**src/sv/ggbl_pkg.sv**
```systemverilog
`timescale 1ns / 1ps
`default_nettype none
// ----------------------------------------------------------------------------
// ggbl_pkg
// shared types and constants of the geoid grid bilinear lookup
// ----------------------------------------------------------------------------
package ggbl_pkg;

    // grid shapes per datum
    localparam logic [9:0]  GRID_ROWS   = 10'd721;
    localparam logic [10:0] GRID_COLS   = 11'd1441;
    localparam logic [9:0]  COARSE_ROWS = 10'd361;
    localparam logic [10:0] COARSE_COLS = 11'd721;

    // index of the last post of each grid
    localparam logic [19:0] LAST_POST_GRID   = 20'd1038960;
    localparam logic [19:0] LAST_POST_COARSE = 20'd260280;

    // datum codes; the spare code acts as the 2008 grid
    localparam logic [1:0] DATUM_1984  = 2'd0;
    localparam logic [1:0] DATUM_1996  = 2'd1;
    localparam logic [1:0] DATUM_2008  = 2'd2;
    localparam logic [1:0] DATUM_SPARE = 2'd3;

    // beat kinds on the input stream
    localparam logic MODE_LOAD  = 1'b0;
    localparam logic MODE_QUERY = 1'b1;

    // degrees with 16 fraction bits
    localparam logic signed [25:0] DEG_90  = 26'sd5898240;
    localparam logic signed [25:0] DEG_180 = 26'sd11796480;
    localparam logic signed [25:0] DEG_360 = 26'sd23592960;

    // result status codes
    localparam logic [2:0] ST_OK         = 3'd0;
    localparam logic [2:0] ST_LAT_BAD    = 3'd1;
    localparam logic [2:0] ST_LON_BAD    = 3'd2;
    localparam logic [2:0] ST_NOT_LOADED = 3'd4;

    // grid address width before fitting to the store
    localparam int ADDR_W = 21;

    // result queue
    localparam int FIFO_DEPTH = 8;
    localparam int FIFO_AW    = $clog2(FIFO_DEPTH);
    localparam int FIFO_CW    = $clog2(FIFO_DEPTH + 1);

    typedef struct packed {
        logic                     we;
        logic                     re;
        logic [ADDR_W-1:0]        addr_a;
        logic [ADDR_W-1:0]        addr_b;
        logic signed [15:0]       wdata;
    } t_mem_cmd;

    typedef struct packed {
        logic        valid;
        logic        second;
        logic [2:0]  status;
        logic [16:0] dx;
        logic [16:0] dy;
    } t_tag;

    typedef struct packed {
        logic [2:0]         status;
        logic signed [17:0] height;
    } t_result;

endpackage
`default_nettype wire

```
**src/sv/ggbl_blend.sv**
```systemverilog
`timescale 1ns / 1ps
`default_nettype none
// ----------------------------------------------------------------------------
// ggbl_blend
// bilinear blend of four posts, meters to feet, rounding and saturation
// ----------------------------------------------------------------------------
module ggbl_blend (
    input  wire logic               i_clk,
    input  wire logic               i_rst_n,
    input  wire ggbl_pkg::t_tag     i_tag,
    input  wire logic signed [15:0] i_rd_a,
    input  wire logic signed [15:0] i_rd_b,
    output logic                    o_push,
    output ggbl_pkg::t_result       o_result
);
    import ggbl_pkg::*;

    // 1250/381 feet per meter, result scaled from 2^-40 m to 2^-8 ft
    localparam logic [63:0] FEET_NUM   = 64'd1250;
    localparam logic [63:0] HALF_DEN   = 64'd381 << 31;
    localparam logic [25:0] T_SAT      = 26'd49938813;
    localparam logic [63:0] RECIP_FULL = ((64'd1 << 35) + 64'd380) / 64'd381;
    localparam logic [26:0] RECIP      = 27'(RECIP_FULL);
    localparam logic [17:0] POS_MAX    = 18'h1FFFF;
    localparam logic [17:0] NEG_MAG    = 18'h20000;

    t_tag               r_r_tag;
    logic signed [15:0] r_nw, r_ne;

    logic signed [16:0] dn_x, ds_x;
    logic signed [17:0] dx_s;
    logic signed [33:0] u_x, l_x;
    logic               r_b1_valid;
    logic [2:0]         r_b1_status;
    logic [16:0]        r_b1_dy;
    logic signed [33:0] r_b1_u, r_b1_l;

    logic signed [34:0] du_x;
    logic signed [17:0] dy_s;
    logic signed [51:0] r_x;
    logic               r_b2_valid;
    logic [2:0]         r_b2_status;
    logic signed [51:0] r_b2_r;

    logic               r_c1_valid, r_c1_neg;
    logic [2:0]         r_c1_status;
    logic [50:0]        r_c1_mag;

    logic [63:0]        x_x;
    logic [31:0]        t_x;
    logic               r_c2_valid, r_c2_neg;
    logic [2:0]         r_c2_status;
    logic [25:0]        r_c2_t;

    logic [52:0]        qp_x;
    logic [17:0]        q_x;
    logic [17:0]        h_x;
    logic               r_c3_valid;
    t_result            r_c3_result;

    // read data stage; north pair is parked until the south pair lands
    always_ff @(posedge i_clk) begin
        if (!i_rst_n) begin
            r_r_tag <= '0;
        end else begin
            r_r_tag <= i_tag;
        end
    end

    always_ff @(posedge i_clk) begin
        if (r_r_tag.valid && !r_r_tag.second) begin
            r_nw <= i_rd_a;
            r_ne <= i_rd_b;
        end
    end

    // east-west blend of both rows
    always_comb begin
        dx_s = signed'({1'b0, r_r_tag.dx});
        dn_x = 17'(r_ne) - 17'(r_nw);
        ds_x = 17'(i_rd_b) - 17'(i_rd_a);
        u_x  = (34'(r_nw) <<< 16) + dn_x * dx_s;
        l_x  = (34'(i_rd_a) <<< 16) + ds_x * dx_s;
    end

    always_ff @(posedge i_clk) begin
        if (!i_rst_n) begin
            r_b1_valid <= 1'b0;
        end else begin
            r_b1_valid <= r_r_tag.valid && r_r_tag.second;
        end
    end

    always_ff @(posedge i_clk) begin
        r_b1_status <= r_r_tag.status;
        r_b1_dy     <= r_r_tag.dy;
        r_b1_u      <= u_x;
        r_b1_l      <= l_x;
    end

    // north-south blend runs from the south row by the southward fraction
    always_comb begin
        dy_s = signed'({1'b0, r_b1_dy});
        du_x = 35'(r_b1_u) - 35'(r_b1_l);
        r_x  = (52'(r_b1_l) <<< 16) + du_x * dy_s;
    end

    always_ff @(posedge i_clk) begin
        if (!i_rst_n) begin
            r_b2_valid <= 1'b0;
            r_c1_valid <= 1'b0;
            r_c2_valid <= 1'b0;
            r_c3_valid <= 1'b0;
        end else begin
            r_b2_valid <= r_b1_valid;
            r_c1_valid <= r_b2_valid;
            r_c2_valid <= r_c1_valid;
            r_c3_valid <= r_c2_valid;
        end
    end

    always_ff @(posedge i_clk) begin
        r_b2_status <= r_b1_status;
        r_b2_r      <= r_x;
    end

    // sign and magnitude
    always_ff @(posedge i_clk) begin
        r_c1_status <= r_b2_status;
        r_c1_neg    <= r_b2_r[51];
        r_c1_mag    <= 51'(r_b2_r[51] ? -r_b2_r : r_b2_r);
    end

    // scale by 1250 with half of the divisor added, drop 32 bits, clip
    always_comb begin
        x_x = r_c1_mag * FEET_NUM + HALF_DEN;
        t_x = x_x[63:32];
    end

    always_ff @(posedge i_clk) begin
        r_c2_status <= r_c1_status;
        r_c2_neg    <= r_c1_neg;
        r_c2_t      <= (t_x > 32'(T_SAT)) ? T_SAT : t_x[25:0];
    end

    // divide by 381 through the reciprocal, then saturate; a bad status gives height zero
    always_comb begin
        qp_x = 53'(r_c2_t) * 53'(RECIP);
        q_x  = qp_x[52:35];
        if (r_c2_status != ST_OK) begin
            h_x = '0;
        end else if (r_c2_neg) begin
            h_x = (q_x > NEG_MAG) ? NEG_MAG : 18'd0 - q_x;
        end else begin
            h_x = (q_x > POS_MAX) ? POS_MAX : q_x;
        end
    end

    always_ff @(posedge i_clk) begin
        r_c3_result.status <= r_c2_status;
        r_c3_result.height <= signed'(h_x);
    end

    assign o_push   = r_c3_valid;
    assign o_result = r_c3_result;

endmodule
`default_nettype wire

```
**config.mk**
```make
export PLATFORM = sky130hd
export DESIGN_NAME = ggbl_blend
export DESIGN_NICKNAME = d
export VERILOG_FILES = /design/src/sv/ggbl_pkg.sv /design/src/sv/ggbl_blend.sv
export SDC_FILE = /design/constraint.sdc
export NUM_CORES = 2
export LEC_CHECK = 0
export BUFFER_PORTS_ARGS = -buffer_cell sky130_fd_sc_hd__buf_4
export CELL_PAD_IN_SITES_DETAIL_PLACEMENT = 1
export CELL_PAD_IN_SITES_GLOBAL_PLACEMENT = 1
export CORE_ASPECT_RATIO = 0.6
export CORE_MARGIN = 4
export CORE_UTILIZATION = 35
export DETAILED_ROUTE_END_ITERATION = 7
export GPL_ROUTABILITY_DRIVEN = 0
export PLACE_DENSITY_LB_ADDON = 0.15
export SLEW_MARGIN = 40
export SYNTH_ARGS = -nofsm -noshare
export SYNTH_HDL_FRONTEND = slang
export SYNTH_SLANG_ARGS = --single-unit
```
**constraint.sdc**
```tcl
create_clock -name i_clk -period 19 [get_ports i_clk]
set_input_delay 0.95 -clock i_clk [delete_from_list [all_inputs] [get_ports i_clk]]
set_output_delay 0.95 -clock i_clk [all_outputs]
set_load 0.05 [all_outputs]
```
Word-level counts from Yosys, hierarchy flattened
Cells that the tools add are included.
Storage, ports and cells
  flip-flop bits (word level): 325
  input port bits: 73
Cells by class
  add/subtract/negate cells: 9
  multipliers: 5
  order comparisons: 3
  multiplexer cells: 4
  reduce and logical (&&, ||, !) cells: 4
Operator list (number)
  $add A32 B34 Y34: 2
  $mul A17 B18 Y34: 2
  $add A62 B40 Y63 const B: 1
  $mul A51 B10 Y61 const B: 1
  $mux W18: 3
  $mul A26 B27 Y53 const B: 1
  $add A50 B52 Y52: 1
  $mul A35 B18 Y52: 1
  $mux W51: 1
  $neg A51 Y51: 1
  $sub A34 B34 Y35: 1
  $sub A16 B16 Y17: 2
  $gt A31 B26 Y1 const B: 1
  $gt A18 B17 Y1 const B: 1
  $gt A18 B18 Y1 const B: 1
  $sub A1 B18 Y18 const A: 1
  $reduce_bool A3 Y1: 1
  $logic_and A1 B1 Y1: 2
  $logic_not A1 Y1: 1

Logic depth before layout (Yosys ltp)
  depth in word-level cells: 4
  depth in mapped cells: 43
  gate-level depth less buffers: 42

Worst setup path before layout
Ideal clock, no wire load.
  path type: input to register
  start: in i_rd_b[0]
  end: reg r_b1_l[32]
  arrival time: 9.308 ns
  data required time: 18.928 ns
  slack: 9.619 ns
  cell stages on the path: 35
  path buffers: 1
  cell sequence: inv_1 -> ha_1 -> fa_1 -> nor2b_1 -> o21ai_0 -> a21boi_0 -> o21ai_0 -> a21boi_0 -> o21ai_0 -> a21boi_0 -> o21ai_0 -> a2111oi_0 -> o21ai_0 -> a21boi_0 -> a2bb2oi_1 -> clkbuf_1 -> nor2_1 -> fa_1 -> fa_1 -> fa_1 -> fa_1 -> fa_1 -> inv_1 -> fa_1 -> inv_1 -> ha_1 -> nand3_1 -> o211a_1 -> a211o_1 -> a31oi_1 -> o31a_1 -> o41a_1 -> a21o_1 -> a21oi_1 -> xnor2_1
Between the ends
  word-level cells in the longest chain between the ends: 3
Ends and longest elaborated chain
  start: declaration: line ggbl_blend.sv:12  | input wire logic signed [15:0] i_rd_b,
  $sub A16 B16 Y17: line ggbl_blend.sv:81  | ds_x = 17'(i_rd_b) - 17'(i_rd_a);
  $mul A17 B18 Y34: line ggbl_blend.sv:83  | l_x = (34'(i_rd_a) <<< 16) + ds_x * dx_s;
  $add A32 B34 Y34: line ggbl_blend.sv:83
  via l_x[32]: line ggbl_blend.sv:32  | logic signed [33:0] u_x, l_x;
  end signal: assignment: line ggbl_blend.sv:98  | r_b1_l <= l_x;
  end: declaration: line ggbl_blend.sv:36  | logic signed [33:0] r_b1_u, r_b1_l;
The timed path passes the listed nets, and every way through them passes these cells.
A chain may end at the register's enable or synchronous reset.

Worst setup path after layout
  start: reg r_ne[1]
  end: reg r_b1_u[33]
Between the ends
  word-level cells in the longest chain between the ends: 3
Ends and longest elaborated chain
  start: declaration: line ggbl_blend.sv:28  | logic signed [15:0] r_nw, r_ne;
  start signal: assignment: line ggbl_blend.sv:73  | r_ne <= i_rd_b;
  $sub A16 B16 Y17: line ggbl_blend.sv:80  | dn_x = 17'(r_ne) - 17'(r_nw);
  $mul A17 B18 Y34: line ggbl_blend.sv:82  | u_x = (34'(r_nw) <<< 16) + dn_x * dx_s;
  $add A32 B34 Y34: line ggbl_blend.sv:82
  via u_x[33]: line ggbl_blend.sv:32
  end signal: assignment: line ggbl_blend.sv:97  | r_b1_u <= u_x;
  end: declaration: line ggbl_blend.sv:36
The timed path passes the listed nets, and every way through them passes these cells.

==> reports/qor.txt <==
CTS tree = yes
Longest Clk Path Bufs = 3
Final Max Slew Viols = 0
Post-synthesis net count = 10252
FP Rows = 128
Setup crit start kind = register
Critical Path Sink = r_b1_u[33]
Skew final = 0.0570 ns
Synthesis-to-finish area growth = 7.96%
Most frequent cells after synthesis = 1925 x inv_1, 1321 x fa_1, 869 x ha_1, 787 x nand2_1, 545 x and2_1
WL met2 = 77600 µm
Setup ws final = 7.67 ns
Worst R2R Setup Slack = 7.67 ns
Port Buffer Count = 94
Die W = 592 µm
DR pass1 iterations = 5
Synth area leaders = fa_1 37%, ha_1 15%, inv_1 10%, dfxtp_1 8.2%, and2_1 4.8%
Largest net degree at the start of global routing = 53
Routed Antenna Nets = 0
Synth warn = 0
Avg WL per Cell = 20.4 µm
Slowest-stage cell, CP = a21boi_0
Initial antenna violation count = 5
Worst path most repeated cell = fa_1
Later-pin clock latency in the skew report = 0.66 ns
Max Clk Rate = 0.0883 GHz
Post-Syn Area = 71500 µm²
Period utilization = 59.6%
Hold Crit Depth = 0
Netlist cell types = 93
#FFs+latches synth = 325
Vias/cell = 4.93
Post-CTS setup buffers = 0
Layout fillers = 23683
Top routing layer used = met4
RSZ-0062 raised after global routing = no
First-pass GRT wire length = 351000 µm
Vias in the first global route = 58087
Sum Neg Setup Slack = 0 ns
Total track usage = 21.3%
Crit Path Max Fanout = 35
Most common cell in the netlist = inv_1
Run status = finished clean
Area of the core = 203000 µm²
Post-synth EDFFs = 32
Syn Inst Count = 7989
Final setup vio count = 0
Fin. Hold Viols = 0
Main synth FF type = dfxtp_1
CP startpoint = r_ne[1]
Gr ovfl total = 0
Required @ worst endpoint = 19.54 ns
# IOs = 95
Critical path class = register to register
H-tree Lvls = 2
Max incr delay on CP = 0.62 ns
Worst-Margin Slew = 0.886 ns
CTS clk-pin slew, worst paths = 0.06 ns
Aggregate routed wire length = 219000 µm
Asr flop ratio synth = 0%
Initial DRC Count = 3137
Total CTS buffers = 43
# clock sinks = 325
NumNets Final = 10237
Tmin final = 11.33 ns
# resized after CTS = 0
Post-synth top area share = 37.0%
Syn_area_per_cell = 8.95 µm²
Max-cap violations = 0
Via count = 52903
Crit Reg-Reg Endpoint = r_b1_u[33]
Setup WS pre-CTS = 7.75 ns
CTS Hold Bufs = 0
Sequential fraction of the synthesis area = 9.54%
Crit path DAT = 11.86 ns
Post-DP HPWL = 187000 µm
R2R Path Start = r_ne[1]
FF-to-FF path depth = 39
Met3 wire length = 14400 µm
Die area = 212000 µm²
Setup crit end kind = register
Initial Utilization = 35.2%
Hold crit path type = register to register
Root buffer cell = clkbuf_16
Die Y-Extent = 358 µm
DRC Markers = 0
Synth area leader = fa_1
M1 wire length = 124000 µm
Share of cells above drive strength 1 = 4.88%
Slew headroom = 39.4%
==> critical path, delay by kind of cell, from the launching register on <==
family,cells,cell delay (ns)
flip-flops,1,0.47
XOR/XNOR,1,0.09
AO/OA/AOI/OAI,20,5.27
AND/OR/NAND/NOR,4,0.88
buffers and inverters,6,0.71
adder cells (fa/ha/maj),8,3.80
==> state kept, by name, summed over array words and instances (netlist names), 3 cells and up <==
| name | count |
|---|---|
| r_c2_status | 3 |
| r_b2_r | 52 |
| r_b1_l | 34 |
| r_b1_status | 3 |
| r_b1_u | 34 |
| o_result | 21 |
| dx_s | 17 |
| r_c2_t | 26 |
| r_b1_dy | 17 |
| r_ne | 16 |
| r_r_tag | 22 |
| r_c1_status | 3 |
| r_c1_mag | 51 |
| r_b2_status | 3 |
| r_nw | 16 |
==> cells in the final DEF, fill, tap and decap left out, types with 35 or more instances in the layout <==
| cell | Yosys | final |
|---|---|---|
| nand3_1 | 80 | 80 |
| ha_1 | 869 | 868 |
| fa_1 | 1321 | 1321 |
| clkbuf_16 | 0 | 45 |
| or3_1 | 40 | 40 |
| o21ai_0 | 158 | 158 |
| xor2_1 | 73 | 70 |
| o21a_1 | 35 | 35 |
| buf_4 | 1 | 215 |
| and2_1 | 545 | 545 |
| a21o_1 | 96 | 96 |
| a31oi_1 | 44 | 43 |
| inv_1 | 1925 | 1925 |
| nor2_1 | 216 | 208 |
| xnor2_1 | 218 | 213 |
| nor2b_1 | 98 | 96 |
| nor3_1 | 67 | 66 |
| and3_1 | 35 | 35 |
| nand2_1 | 787 | 787 |
| dfxtp_1 | 293 | 285 |
| a21oi_1 | 251 | 250 |
| a211oi_1 | 37 | 36 |
| nand4_1 | 35 | 35 |
==> area by class of cell <==
| type | instances | area [µm²] | share of cell area [%] |
|---|---|---|---|
| Sequential cell | 325 | 6850 | 8.87 |
| Clock buffer | 52 | 1180 | 1.53 |
| Multi-Input combinational cell | 5461 | 56600 | 73.4 |
| Inverter | 1927 | 7230 | 9.37 |
| Tap cell | 2730 | 3420 | 4.42 |
| Clock inverter | 24 | 250 | 0.324 |
| Timing Repair Buffer | 216 | 1640 | 2.13 |
| Antenna cell | 3 | 7.51 | 0.00972 |
==> kinds of logic after synthesis <==
group / share of synthesized area [%]
buffers and inverters: 11.6
XOR/XNOR: 3.56
multiplexers: 0.215
flip-flops: 9.54
AND/OR/NAND/NOR: 15.0
adder cells (fa/ha/maj): 52.2
AO/OA/AOI/OAI: 7.94
==> metal layers <==
| metal | up-vias | track usage, % |
|---|---|---|
| met5 | - | 0 |
| met4 | 0 | 2.18 |
| met3 | 106 | 4.16 |
| met2 | 1030 | 27.4 |
| met1 | 27231 | 36.3 |
| li1 | 24536 | - |
==> worst min path at each step <==
stage	startpoint	slack [ns]	to
6_report	r_c1_neg	0.33	r_c2_neg
5_1_grt	r_r_tag[15]	0.33	r_b1_dy[15]
4_1_cts	r_r_tag[15]	0.33	r_b1_dy[15]
3_5_place_dp	r_r_tag[11]	0.31	r_b1_dy[11]
3_3_place_gp	r_r_tag[15]	0.31	r_b1_dy[15]
2_1_floorplan	r_r_tag[0]	0.31	r_b1_dy[0]
==> through the flow <==
| stage | instances | hold slack, ns | instance area, µm² | utilization (%) |
|---|---|---|---|---|
| floorplan | 7989 | 0.310 | 71500 | - |
| global placement | 10658 | 0.311 | 75600 | 37.2 |
| detailed placement | 10659 | 0.313 | 75800 | 37.3 |
| CTS | 10735 | 0.327 | 77200 | 38.0 |
| global route | 10735 | 0.329 | 77200 | 38.0 |
| finish | 10738 | 0.325 | 77200 | 38.0 |
Power is left out: the tool's default activity adds up to more than one toggle a clock period on the data nets, which glitch-free logic cannot reach.
