===== src/sv/ggbl_pkg.sv =====
`timescale 1ns / 1ps
`default_nettype none
// ----------------------------------------------------------------------------
// ggbl_pkg
// shared types and constants of the geoid grid bilinear lookup
// ----------------------------------------------------------------------------
package ggbl_pkg;

    // grid shapes per datum
    localparam logic [9:0]  GRID_ROWS   = 10'd721;
    localparam logic [10:0] GRID_COLS   = 11'd1441;
    localparam logic [9:0]  COARSE_ROWS = 10'd361;
    localparam logic [10:0] COARSE_COLS = 11'd721;

    // index of the last post of each grid
    localparam logic [19:0] LAST_POST_GRID   = 20'd1038960;
    localparam logic [19:0] LAST_POST_COARSE = 20'd260280;

    // datum codes; the spare code acts as the 2008 grid
    localparam logic [1:0] DATUM_1984  = 2'd0;
    localparam logic [1:0] DATUM_1996  = 2'd1;
    localparam logic [1:0] DATUM_2008  = 2'd2;
    localparam logic [1:0] DATUM_SPARE = 2'd3;

    // beat kinds on the input stream
    localparam logic MODE_LOAD  = 1'b0;
    localparam logic MODE_QUERY = 1'b1;

    // degrees with 16 fraction bits
    localparam logic signed [25:0] DEG_90  = 26'sd5898240;
    localparam logic signed [25:0] DEG_180 = 26'sd11796480;
    localparam logic signed [25:0] DEG_360 = 26'sd23592960;

    // result status codes
    localparam logic [2:0] ST_OK         = 3'd0;
    localparam logic [2:0] ST_LAT_BAD    = 3'd1;
    localparam logic [2:0] ST_LON_BAD    = 3'd2;
    localparam logic [2:0] ST_NOT_LOADED = 3'd4;

    // grid address width before fitting to the store
    localparam int ADDR_W = 21;

    // result queue
    localparam int FIFO_DEPTH = 8;
    localparam int FIFO_AW    = $clog2(FIFO_DEPTH);
    localparam int FIFO_CW    = $clog2(FIFO_DEPTH + 1);

    typedef struct packed {
        logic                     we;
        logic                     re;
        logic [ADDR_W-1:0]        addr_a;
        logic [ADDR_W-1:0]        addr_b;
        logic signed [15:0]       wdata;
    } t_mem_cmd;

    typedef struct packed {
        logic        valid;
        logic        second;
        logic [2:0]  status;
        logic [16:0] dx;
        logic [16:0] dy;
    } t_tag;

    typedef struct packed {
        logic [2:0]         status;
        logic signed [17:0] height;
    } t_result;

endpackage
`default_nettype wire


===== src/sv/ggbl_out_fifo.sv =====
`timescale 1ns / 1ps
`default_nettype none
// ----------------------------------------------------------------------------
// ggbl_out_fifo
// result queue between the pipeline and the output stream
// ----------------------------------------------------------------------------
module ggbl_out_fifo (
    input  wire logic              i_clk,
    input  wire logic              i_rst_n,
    input  wire logic              i_push,
    input  wire ggbl_pkg::t_result i_data,
    input  wire logic              i_pop,
    output logic                   o_valid,
    output ggbl_pkg::t_result      o_data
);
    import ggbl_pkg::*;

    t_result             r_mem [FIFO_DEPTH];
    logic [FIFO_AW-1:0]  r_wr_ptr, r_rd_ptr;
    logic [FIFO_CW-1:0]  r_count;

    always_ff @(posedge i_clk) begin
        if (i_push) begin
            r_mem[r_wr_ptr] <= i_data;
        end
    end

    always_ff @(posedge i_clk) begin
        if (!i_rst_n) begin
            r_wr_ptr <= '0;
            r_rd_ptr <= '0;
            r_count  <= '0;
        end else begin
            if (i_push) begin
                r_wr_ptr <= r_wr_ptr + FIFO_AW'(1);
            end
            if (i_pop) begin
                r_rd_ptr <= r_rd_ptr + FIFO_AW'(1);
            end
            case ({i_push, i_pop})
                2'b10:   r_count <= r_count + FIFO_CW'(1);
                2'b01:   r_count <= r_count - FIFO_CW'(1);
                default: r_count <= r_count;
            endcase
        end
    end

    assign o_valid = (r_count != '0);
    assign o_data  = r_mem[r_rd_ptr];

endmodule
`default_nettype wire


===== config.mk =====
export PLATFORM = sky130hd
export DESIGN_NAME = ggbl_out_fifo
export DESIGN_NICKNAME = d
export VERILOG_FILES = /design/src/sv/ggbl_pkg.sv /design/src/sv/ggbl_out_fifo.sv
export SDC_FILE = /design/constraint.sdc
export NUM_CORES = 1
export LEC_CHECK = 0
export BUFFER_PORTS_ARGS = -buffer_cell sky130_fd_sc_hd__clkbuf_2
export CORE_UTILIZATION = 50
export CTS_BUF_LIST = sky130_fd_sc_hd__clkbuf_16
export DETAILED_ROUTE_END_ITERATION = 16
export PLACE_DENSITY_LB_ADDON = 0.1
export SYNTH_ARGS = -nofsm -noshare
export SYNTH_HDL_FRONTEND = slang
export SYNTH_SLANG_ARGS = --single-unit

===== constraint.sdc =====
create_clock -name i_clk -period 2.2 [get_ports i_clk]
set_input_delay 0 -clock i_clk [delete_from_list [all_inputs] [get_ports i_clk]]
set_output_delay 0 -clock i_clk [all_outputs]
set_load 0.05 [all_outputs]

== After elaboration in Yosys (flattened, before gate mapping) ==
Memories as Yosys holds them, arrays and structs flattened. A register that Yosys moved wholly into a read port is not among the register bits.
Cells that the tools add are included.

* Bits in writable memories: 168
* Bits in registers: 10
* Memories: 1
* Output and inout bits: 22
* Word-level logic and storage cells: 17
* Bits of input ports: 25

{| class="wikitable"
|+ Memories
! name !! depth !! width !! read ports !! clocked after Yosys merged registers in !! wr ports !! line !! source
|-
| r_mem || 8 || 21 || 1 || 1 || 1 || ggbl_out_fifo.sv:18 || <nowiki>t_result r_mem [FIFO_DEPTH];</nowiki>
|}

* Add/subtract/negate cells: 4
* Multiplexer cells: 5
* Reduce and logical (&&, ||, !) cells: 2
* Equality and inequality tests: 2

{| class="wikitable"
|+ Operators by type and width
! operator !! count
|-
| one-hot mux 4 bit (2 select lines) || 1
|-
| adder 3 x 1 -> 3 bit, second input constant || 2
|-
| two-way mux 3 bit || 2
|-
| adder 4 x 1 -> 4 bit, second input constant || 1
|-
| nonzero test 4 bit || 1
|-
| subtractor 4 x 1 -> 4 bit, second input constant || 1
|-
| equality test 2 x 1 -> 1 bit, second input constant || 1
|-
| equality test 2 bit, second input constant || 1
|-
| two-way mux 1 bit || 2
|-
| nonzero test 2 bit || 1
|}

== Longest topological paths before layout ==
Gate-level depths: netlist (run 1).

* Depth in word-level cells: 3
* Mapped depth: 8
* Mapped depth without buffers: 8

== Worst setup path before layout (run 1) ==
No wires, ideal clock.

* Path kind: reg-to-reg
* Start: register r_wr_ptr[2]
* End: memory r_mem[0][0] (netlist bit) (enable)
* Arrival time: 1,965 ps
* Library setup time: 425 ps
* Stages on the path, launching flop included: 3
* Clock period less this slack: 2,390 ps
* Path slack: -190 ps
* Data required time: 1,775 ps
* Path buffers: 0
* Cells stage by stage: dfxtp_1 > nand2b_1 > nor3_1

{| class="wikitable"
|+ RTL lines
! element !! line !! source
|-
| start: declaration || ggbl_out_fifo.sv:19 || <nowiki>logic [FIFO_AW-1:0] r_wr_ptr, r_rd_ptr;</nowiki>
|-
| start signal: assignment || ggbl_out_fifo.sv:35 || <nowiki>r_wr_ptr <= r_wr_ptr + FIFO_AW'(1);</nowiki>
|-
| end: declaration || ggbl_out_fifo.sv:18 ||
|}

No word-level cell before the write port.

==> impl_metrics.yaml, run 1 <==
pwr:
  power_density_mw_per_mm2: 914
  seqPwrFrac_pct: 49.7
  p_comb_share_pct: 11.9
  internal_power_uw: 6130
  peakVddDrop_v: 0.000629
  p_switching_uw: 1750
  leakagePower_uw: 0.00297
  p_sw_share_pct: 22.2
  clkPwrFrac_pct: 38.4
setup_path:
  crit_slowest_cell: "mux4_1"
  crit_path_start_kind: "register"
  worstSetupPathType: "reg2out"
  crit_fanout: 12
  critical_path_buf_inv_count: 2
  end_kind: "primary output"
  cp_slowest_stage_delay_ps: 560
  critPathTopFamily: "multiplexers"
  cp.required_ps: 2200
  arrival_ps: 2140
  cp_cell_sequence: "buf_12 > mux4_1 > mux2_2 > clkbuf_2"
sta:
  maxSlewViolCount: 0
  post-route-period-util_pct: 97.1
  hold_viol_final: 0
  final.setup.tns_ps: 0
  rsz0062_at_grt: "false"
  tightest_slew_ps: 400
  relSlewSlack_pct: 73.3
  max_freq_mhz: 468
  finClkSkew_ps: 15.1
  setup_violations: 0
  finalCriticalPeriod_ps: 2140
  fin_ws_ps: 63.9
  hold_ws_ps: 393
cells_and_area:
  stdcell_area_mm2: 0.00862
  multi_input_area_mm2: 0.00174
  diodes: 0
  post-route-util_pct: 62.1
  seq_area_mm2: 0.00531
  drive_gt1_share_pct: 29.4
  layout-area-overhead-vs-synth_pct: 21.3
  fillers: 1000
  nNetsFinal: 435
grt:
  met1_usage_pct: 24.6
  grt_overflow_total: 0
  grt.met2_usage_pct: 29.5
  antenna_found_initial: 0
  grt_busiest_layer: "met2"
  use_met3_pct: 4.79
  grt_max_degree: 43
  grt_pass1_wl_mm: 18.8
  track_usage_pct: 18.5
  grt_pass1_vias: 3295
yosys:
  synthesis.nets: 342
  synth-xor-area-share_pct: 0.863
  synth_top_cell_by_area: "edfxtp_1"
  netlist_instances: 312
  synth_ff_type: "edfxtp_1"
  synth_sequential_area_ratio_pct: 74.7
  yosysWarnings: 0
  synthMuxAreaShare_pct: 19.5
  ys_top_cells_by_count: "edfxtp_1 (168), mux4_1 (40), mux2_2 (22)"
  synth_top_family_by_area: "multiplexers"
  synth_edf_count: 168
  synth.top_cell.area_share_pct: 71.0
  yosys.area_share.simple_pct: 2.31
  ys_ff_latch: 181
  synth.most_common_cell: "edfxtp_1"
  synth.area.top_cells: "edfxtp_1 (71%), mux4_1 (15%), dfxtp_1 (3.7%), mux2_2 (3.5%), ha_1 (0.88%)"
  synth-compound-area-share_pct: 0.493
  synthAdderAreaFrac_pct: 0.880
  postSynth.asyncResetShare_pct: 0
  yosys.cell_types.count: 26
  netlist_area_mm2: 0.00711
  syn_area_per_cell_um2: 22.8
clock_network:
  cts_made_buffers: 17
  cts.sinks: 181
  tritoncts: "done"
  cts.clk_slew.worst_paths_ps: 60
  htreeDepth: 4
  clk_path_buf_depth: 2
  clk-insertion-delay-late_ps: 430
  cts_root_buffer: "clkbuf_16"
die:
  die_h_um: 121
  initial_core_util_pct: 51.2
  dieWidth_um: 121
  coreArea_mm2: 0.0139
  ioPinCount: 47
  rows: 43
  die_area_mm2: 0.0147
placement:
  dp_hpwl_mm: 6.97
  pre_cts_ws_ps: 367
  io_buffers: 46
  place_area_mm2: 0.00768
  gp_congestion: 0.681
routing:
  dr.first_iter.drc_count: 253
  dr.pass1.iters: 4
  drc: 0
  vias_per_cell: 5.46
  drtAntennaViolNets: 0
  wl_mm: 12.4
  post_drt_wl_per_cell_um: 20.7
  vias: 3267
job:
  maxCapViolCount: 0
hold_path:
  holdCritPathClass: "in2reg"
status:
  status: "finished, final reports clean"
==> layout make-up <==
class,count,area share (%)
Sequential cell,181,61.6
Clock buffer,17,4.94
Inverter,1,0.0436
Clock inverter,15,2.00
Tap cell,180,2.61
Timing Repair Buffer,88,8.54
Multi-Input combinational cell,116,20.2
==> repair_timing <==
action,in CTS,in global routing
gates resized for setup,16,4
endpoints found under the setup margin,15,8
buffers inserted,1,0
cloned,1,0
hold buffers,24,0
pin swaps,0,0
endpoints found under the hold margin,181,0
==> flip-flops by register name, indices dropped and copies added, names as in the netlist, named ones only <==
name      cells
r_count       4
r_mem       168
r_rd_ptr      3
r_wr_ptr      3
==> worst paths after layout <==
kind,start,end,slack (ps),depth (start not counted)
min,i_data[14],r_mem[4][14],390,2
min reg2reg,r_count[3],r_count[3],470,2
max,register,o_data[7],60,4
max reg2reg,r_wr_ptr[0],r_mem[7][16],680,3
==> worst reg2reg max path, cell delays in order (launching register included) <==
cell and delay [ps]:
dfxtp_1 540, nand2_1 160, nor2_2 100, buf_4 360
==> cell families after synthesis <==
logic type	count (synthesis)
compound gates	5
buf+inv	15
mux	68
flops	181
fa+ha+maj	5
simple gates	31
xor+xnor	7
==> stage by stage <==
stage,cells,total power [uW]
after floorplan,312,4610
after global placement,540,4830
after detailed placement,540,4850
after CTS,598,7950
after global routing,598,8130
final,598,7880
==> placed cells by master (no fill, tap or decap), drive strengths merged, types with 4 or more instances in the layout <==
cell,synthesis,routed
edfxtp,168,168
clkbuf,9,60
mux4,42,42
dlygate4sd3,0,24
mux2,22,22
buf,5,21
dfxtp,13,13
nand2,6,6
nor2,6,6
and2,6,6
inv,1,5
ha,5,5
clkinv,0,5
xor2,4,4
nand2b,4,4
mux2i,4,4
bufinv,0,4
==> layer usage <==
| metal | routed length, um | part of all wire (%) |
|---|---|---|
| met2 | 6190 | 50 |
| met5 | 0 | 0 |
| met4 | 161 | 1.3 |
| met3 | 406 | 3.3 |
| met1 | 5600 | 45 |
==> power by group through the flow <==
stage               logic [uW]  registers (uW)  clock network [uW]
floorplan                  638            3970                   0
global placement           855            3980                   0
detailed placement         863            3990                   0
CTS                        957            3910                3090
global route               997            3920                3210
finish                     938            3910                3020
(Power assumes the default switching activity.)
==> run 2: changes to the inputs <==
Settings changed: RECOVER_POWER from default to 50.
==> run 2 against run 1 <==
Core utilization decreased by 0.31 points. Register-to-register slack worse by 250 ps. Flip-flop and latch count did not move. Sequential share of layout area is 0.31 points higher. Largest cell class unchanged.
==> impl_metrics.yaml, run 2 (synthesized netlist as in run 1, its figures left out) <==
pwr:
  leakagePower_uw: 0.00289
  power_density_mw_per_mm2: 917
  total_power_uw: 7860
  peakVddDrop_v: 0.000629
cells_and_area:
  layout_common_cells: "edfxtp_1 (168), mux4_1 (40), dlygate4sd3_1 (24)"
  largest_reg_flops: 168
  instances_no_fill: 598
  final_common_cell: "edfxtp_1"
  layout-area-overhead-vs-synth_pct: 20.7
  drive_gt1_share_pct: 23.7
  nNetsFinal: 435
  diodes: 0
  top_regs: "r_mem x168, r_count x4"
  top_register: "r_mem"
  post-route-util_pct: 61.8
sta:
  hold_viol_final: 0
  fin_ws_ps: 67.4
  finalCriticalPeriod_ps: 2130
  max_freq_mhz: 469
  relSlewSlack_pct: 51.0
  maxSlewViolCount: 0
  tightest_slew_ps: 734
  post-route-period-util_pct: 96.9
  final.setup.tns_ps: 0
  finClkSkew_ps: 15.3
  rsz0062_at_grt: "false"
  setup_violations: 0
die:
  die_area_mm2: 0.0147
  die_h_um: 121
  ioPinCount: 47
  coreArea_mm2: 0.0139
  initial_core_util_pct: 51.2
  rows: 43
  dieWidth_um: 121
clock_network:
  cts_root_buffer: "clkbuf_16"
  clk-insertion-delay-late_ps: 430
  htreeDepth: 4
  cts.clk_slew.worst_paths_ps: 60
  tritoncts: "done"
  cts_made_buffers: 17
  cts.sinks: 181
  clk_path_buf_depth: 2
routing:
  post_drt_wl_per_cell_um: 20.6
  dr.pass1.iters: 4
  wl_mm: 12.3
  drc: 0
  drtAntennaViolNets: 0
  dr.first_iter.drc_count: 231
  vias_per_cell: 5.43
  vias: 3246
setup_path:
  worstSetupPathType: "reg2out"
  critPathTopFamily: "multiplexers"
  critical_path_buf_inv_count: 2
  arrival_ps: 2130
  cp.required_ps: 2200
  end_kind: "primary output"
  crit_path_start_kind: "register"
  cp_slowest_stage_delay_ps: 570
  crit_fanout: 12
  crit_slowest_cell: "mux4_1"
  cp_cell_sequence: "buf_12 > mux4_1 > mux2_2 > clkbuf_2"
placement:
  dp_hpwl_mm: 6.97
  place_inst: 540
  gp_congestion: 0.681
  io_buffers: 46
  pre_cts_ws_ps: 367
grt:
  track_usage_pct: 18.5
  antenna_found_initial: 0
  grt_overflow_total: 0
  grt_pass1_vias: 3295
  grt_pass1_wl_mm: 18.8
  grt_max_degree: 43
job:
  maxCapViolCount: 0
hold_path:
  holdCritPathClass: "reg2reg"
status:
  status: "finished, final reports clean"
==> run 2: changes by cell type in the layout (fill, tap and decap cells not counted) <==
cell,previous run,this run
nor3_4,2,1
buf_4,13,12
clkbuf_2,34,12
nor3_1,1,2
clkbuf_1,0,23
and2_1,6,1
and2_0,0,5
==> run 2: timing repair <==
item                       in CTS  in global routing
hold endpoints to repair      181                  0
hold buffers                   24                  0
setup buffers                   1                  0
gates resized for setup        16                  4
cloned                          1                  0
setup endpoints to repair      15                  8
==> run 2: path summary, 6_finish.rpt <==
kind | startpoint | endpoint | slack [ps] | cells past startpoint
setup / recovery | register | o_data[7] | 70 | 4
hold / removal | r_count[3] | r_count[3] | 470 | 2
setup reg to reg | r_wr_ptr[2] | r_mem[0][13] | 430 | 3
hold reg to reg | r_count[3] | r_count[3] | 470 | 2
==> run 2: routing by layer <==
layer | GRT usage, % | up-vias | share of wire, %
li1 | - | 1508 | -
met1 | 24.6 | 1673 | 46
met2 | 29.5 | 53 | 50
met3 | 4.79 | 12 | 3.0
met4 | 7.18 | 0 | 1.3
met5 | 0 | - | 0
==> run 2: metrics by stage <==
| stage | area [um2] | hold WS [ps] |
|---|---|---|
| finish | 8570 | 468 |
| global route | 8570 | 490 |
| CTS | 8620 | 382 |
| detailed placement | 7680 | 283 |
| global placement | 7680 | 272 |
| floorplan | 7120 | 98.9 |
==> run 2: power by group <==
group	total [uW]	internal, uW	leakage, uW	switching (uW)
sequential	3910	3860	0.00163	48.0
clock	3020	1870	0.000302	1160
combinational	928	387	0.000956	541
==> run 2: cell type report <==
type,instances,area [um2]
clock buffers,17,425
clock inverters,15,173
fillers,1012,5310
inverters,1,3.75
multi-input cells,116,1730
flip-flops and latches,181,5310
well taps,180,225
repair buffers,88,704
==> run 2: worst min-delay path, cell delays in order, from the launching register on <==
cell and delay, ps:
dfxtp_1 320, nand2_1 50, mux2i_1 50
==> run 3: changes to the inputs <==
Settings changed: CTS_BUF_LIST sky130_fd_sc_hd__clkbuf_16 to default.
Clock period 2.2 ns to 2.26 ns, I/O delays scaled along.
==> run 3 against run 2 <==
Final area is 1.8% lower. Critical path depth stayed put. Critical endpoint is now o_data[12]. Core utilization is 1.1 points lower. Register-to-register slack worse by 20 ps. Via count is 2.2% higher. Largest power group unchanged. Clock-buffer cell count is 4 higher. Sequential power is 3% lower. Highest routed layer unchanged.
==> impl_metrics.yaml, run 3 (synthesized netlist as in run 1, its figures left out) <==
placement:
  io_buffers: 46
  dp_hpwl_mm: 7.11
  place_inst: 542
  place_area_mm2: 0.00769
  gp_congestion: 0.646
cells_and_area:
  stdcell_area_mm2: 0.00842
  layout-area-overhead-vs-synth_pct: 18.5
  diodes: 0
  instances_no_fill: 595
  top_regs: "r_mem x168, r_count x4"
  largest_reg_flops: 168
  drive_gt1_share_pct: 22.7
  layout_common_cells: "edfxtp_1 (168), mux4_1 (40), clkbuf_1 (27)"
  top_register: "r_mem"
  final_common_cell: "edfxtp_1"
  post-route-util_pct: 60.7
  nNetsFinal: 435
sta:
  rsz0062_at_grt: "false"
  setup_violations: 0
  finClkSkew_ps: 12.1
  maxSlewViolCount: 0
  hold_viol_final: 0
  relSlewSlack_pct: 48.0
  final.setup.tns_ps: 0
  post-route-period-util_pct: 96.6
  tightest_slew_ps: 780
  finalCriticalPeriod_ps: 2180
  max_freq_mhz: 458
grt:
  grt_pass1_wl_mm: 19.1
  grt_max_degree: 43
  antenna_found_initial: 0
  grt_overflow_total: 0
  grt_pass1_vias: 3409
  track_usage_pct: 18.6
routing:
  vias_per_cell: 5.57
  post_drt_wl_per_cell_um: 20.8
  drc: 0
  wl_mm: 12.4
  dr.pass1.iters: 4
  drtAntennaViolNets: 0
  dr.first_iter.drc_count: 190
  vias: 3316
pwr:
  p_switching_uw: 1650
  clkPwrFrac_pct: 36.4
  leakagePower_uw: 0.00282
  p_comb_share_pct: 11.6
  power_density_mw_per_mm2: 871
  p_sw_share_pct: 22.5
  seqPwrFrac_pct: 51.9
  internal_power_uw: 5680
  total_power_uw: 7330
  peakVddDrop_v: 0.000472
setup_path:
  cp_slowest_stage_delay_ps: 580
  crit_slowest_cell: "mux4_1"
  arrival_ps: 2180
  critical_path_buf_inv_count: 2
  critPathTopFamily: "multiplexers"
  crit_path_start_kind: "register"
  end_kind: "primary output"
  cp.required_ps: 2260
  cp_cell_sequence: "buf_12 > mux4_1 > mux2_2 > clkbuf_2"
  reg2reg_from: "r_wr_ptr[2]"
  worstSetupPathType: "reg2out"
  crit_fanout: 22
hold_path:
  hp-start: "r_count[3]"
  holdCritPathClass: "reg2reg"
die:
  die_area_mm2: 0.0147
  rows: 43
  initial_core_util_pct: 51.2
  die_h_um: 121
  ioPinCount: 47
  coreArea_mm2: 0.0139
  dieWidth_um: 121
clock_network:
  cts_root_buffer: "clkbuf_16"
  htreeDepth: 4
  cts_made_buffers: 17
  clk-insertion-delay-late_ps: 420
  cts.sinks: 181
  tritoncts: "done"
  cts.clk_slew.worst_paths_ps: 60
  clk_path_buf_depth: 2
job:
  maxCapViolCount: 0
status:
  status: "finished, final reports clean"
## run 3: power by group through the flow
stage | Sequential [uW] | Combinational [uW] | Clock, uW
after floorplan | 3860 | 621 | 0
after global placement | 3880 | 830 | 0
after detailed placement | 3880 | 841 | 0
after CTS | 3810 | 878 | 2740
after global routing | 3820 | 909 | 2860
final | 3810 | 853 | 2670
## run 3: repair_timing
item,CTS,global route
hold buffers,24,0
endpoints found under the setup margin,8,1
setup buffers,0,0
endpoints found under the hold margin,181,0
gates resized for setup,1,1
## run 3: path summary, 6_finish.rpt
check,end,slack (ps),cells past startpoint
worst max-delay path,o_data[12],80,4
worst min-delay path,r_count[3],470,2
worst max register to register,r_mem[0][15],410,3
worst min register to register,r_count[3],470,2
## run 3: cell type report
class	count	area (um2)
Tap cell	180	225
Fill cell	1008	5460
Clock inverter	8	86.3
Timing Repair Buffer	88	624
Inverter	1	3.75
Sequential cell	181	5310
Multi-Input combinational cell	116	1730
Clock buffer	21	440
## run 3: worst register-to-register path, delay by kind of cell (launching register included)
family / cells / cell delay (ps)
buffers and inverters: 1 / 640
flip-flops: 1 / 330
AND/OR/NAND/NOR: 2 / 510
## run 3: routing by layer
metal  GRT usage (%)  wire length, um  part of all wire (%)
met3            4.65              553                   4.5
met2            29.3             5990                    48
met5               0                0                     0
met1            24.5             5590                    45
met4            8.87              218                   1.8
## run 3: per-stage QoR
step                worst slack, ps  hold WS [ps]
floorplan                       409          98.9
global placement                433           273
detailed placement              427           280
CTS                            35.4           382
global route                   3.82           496
finish                         76.7           468
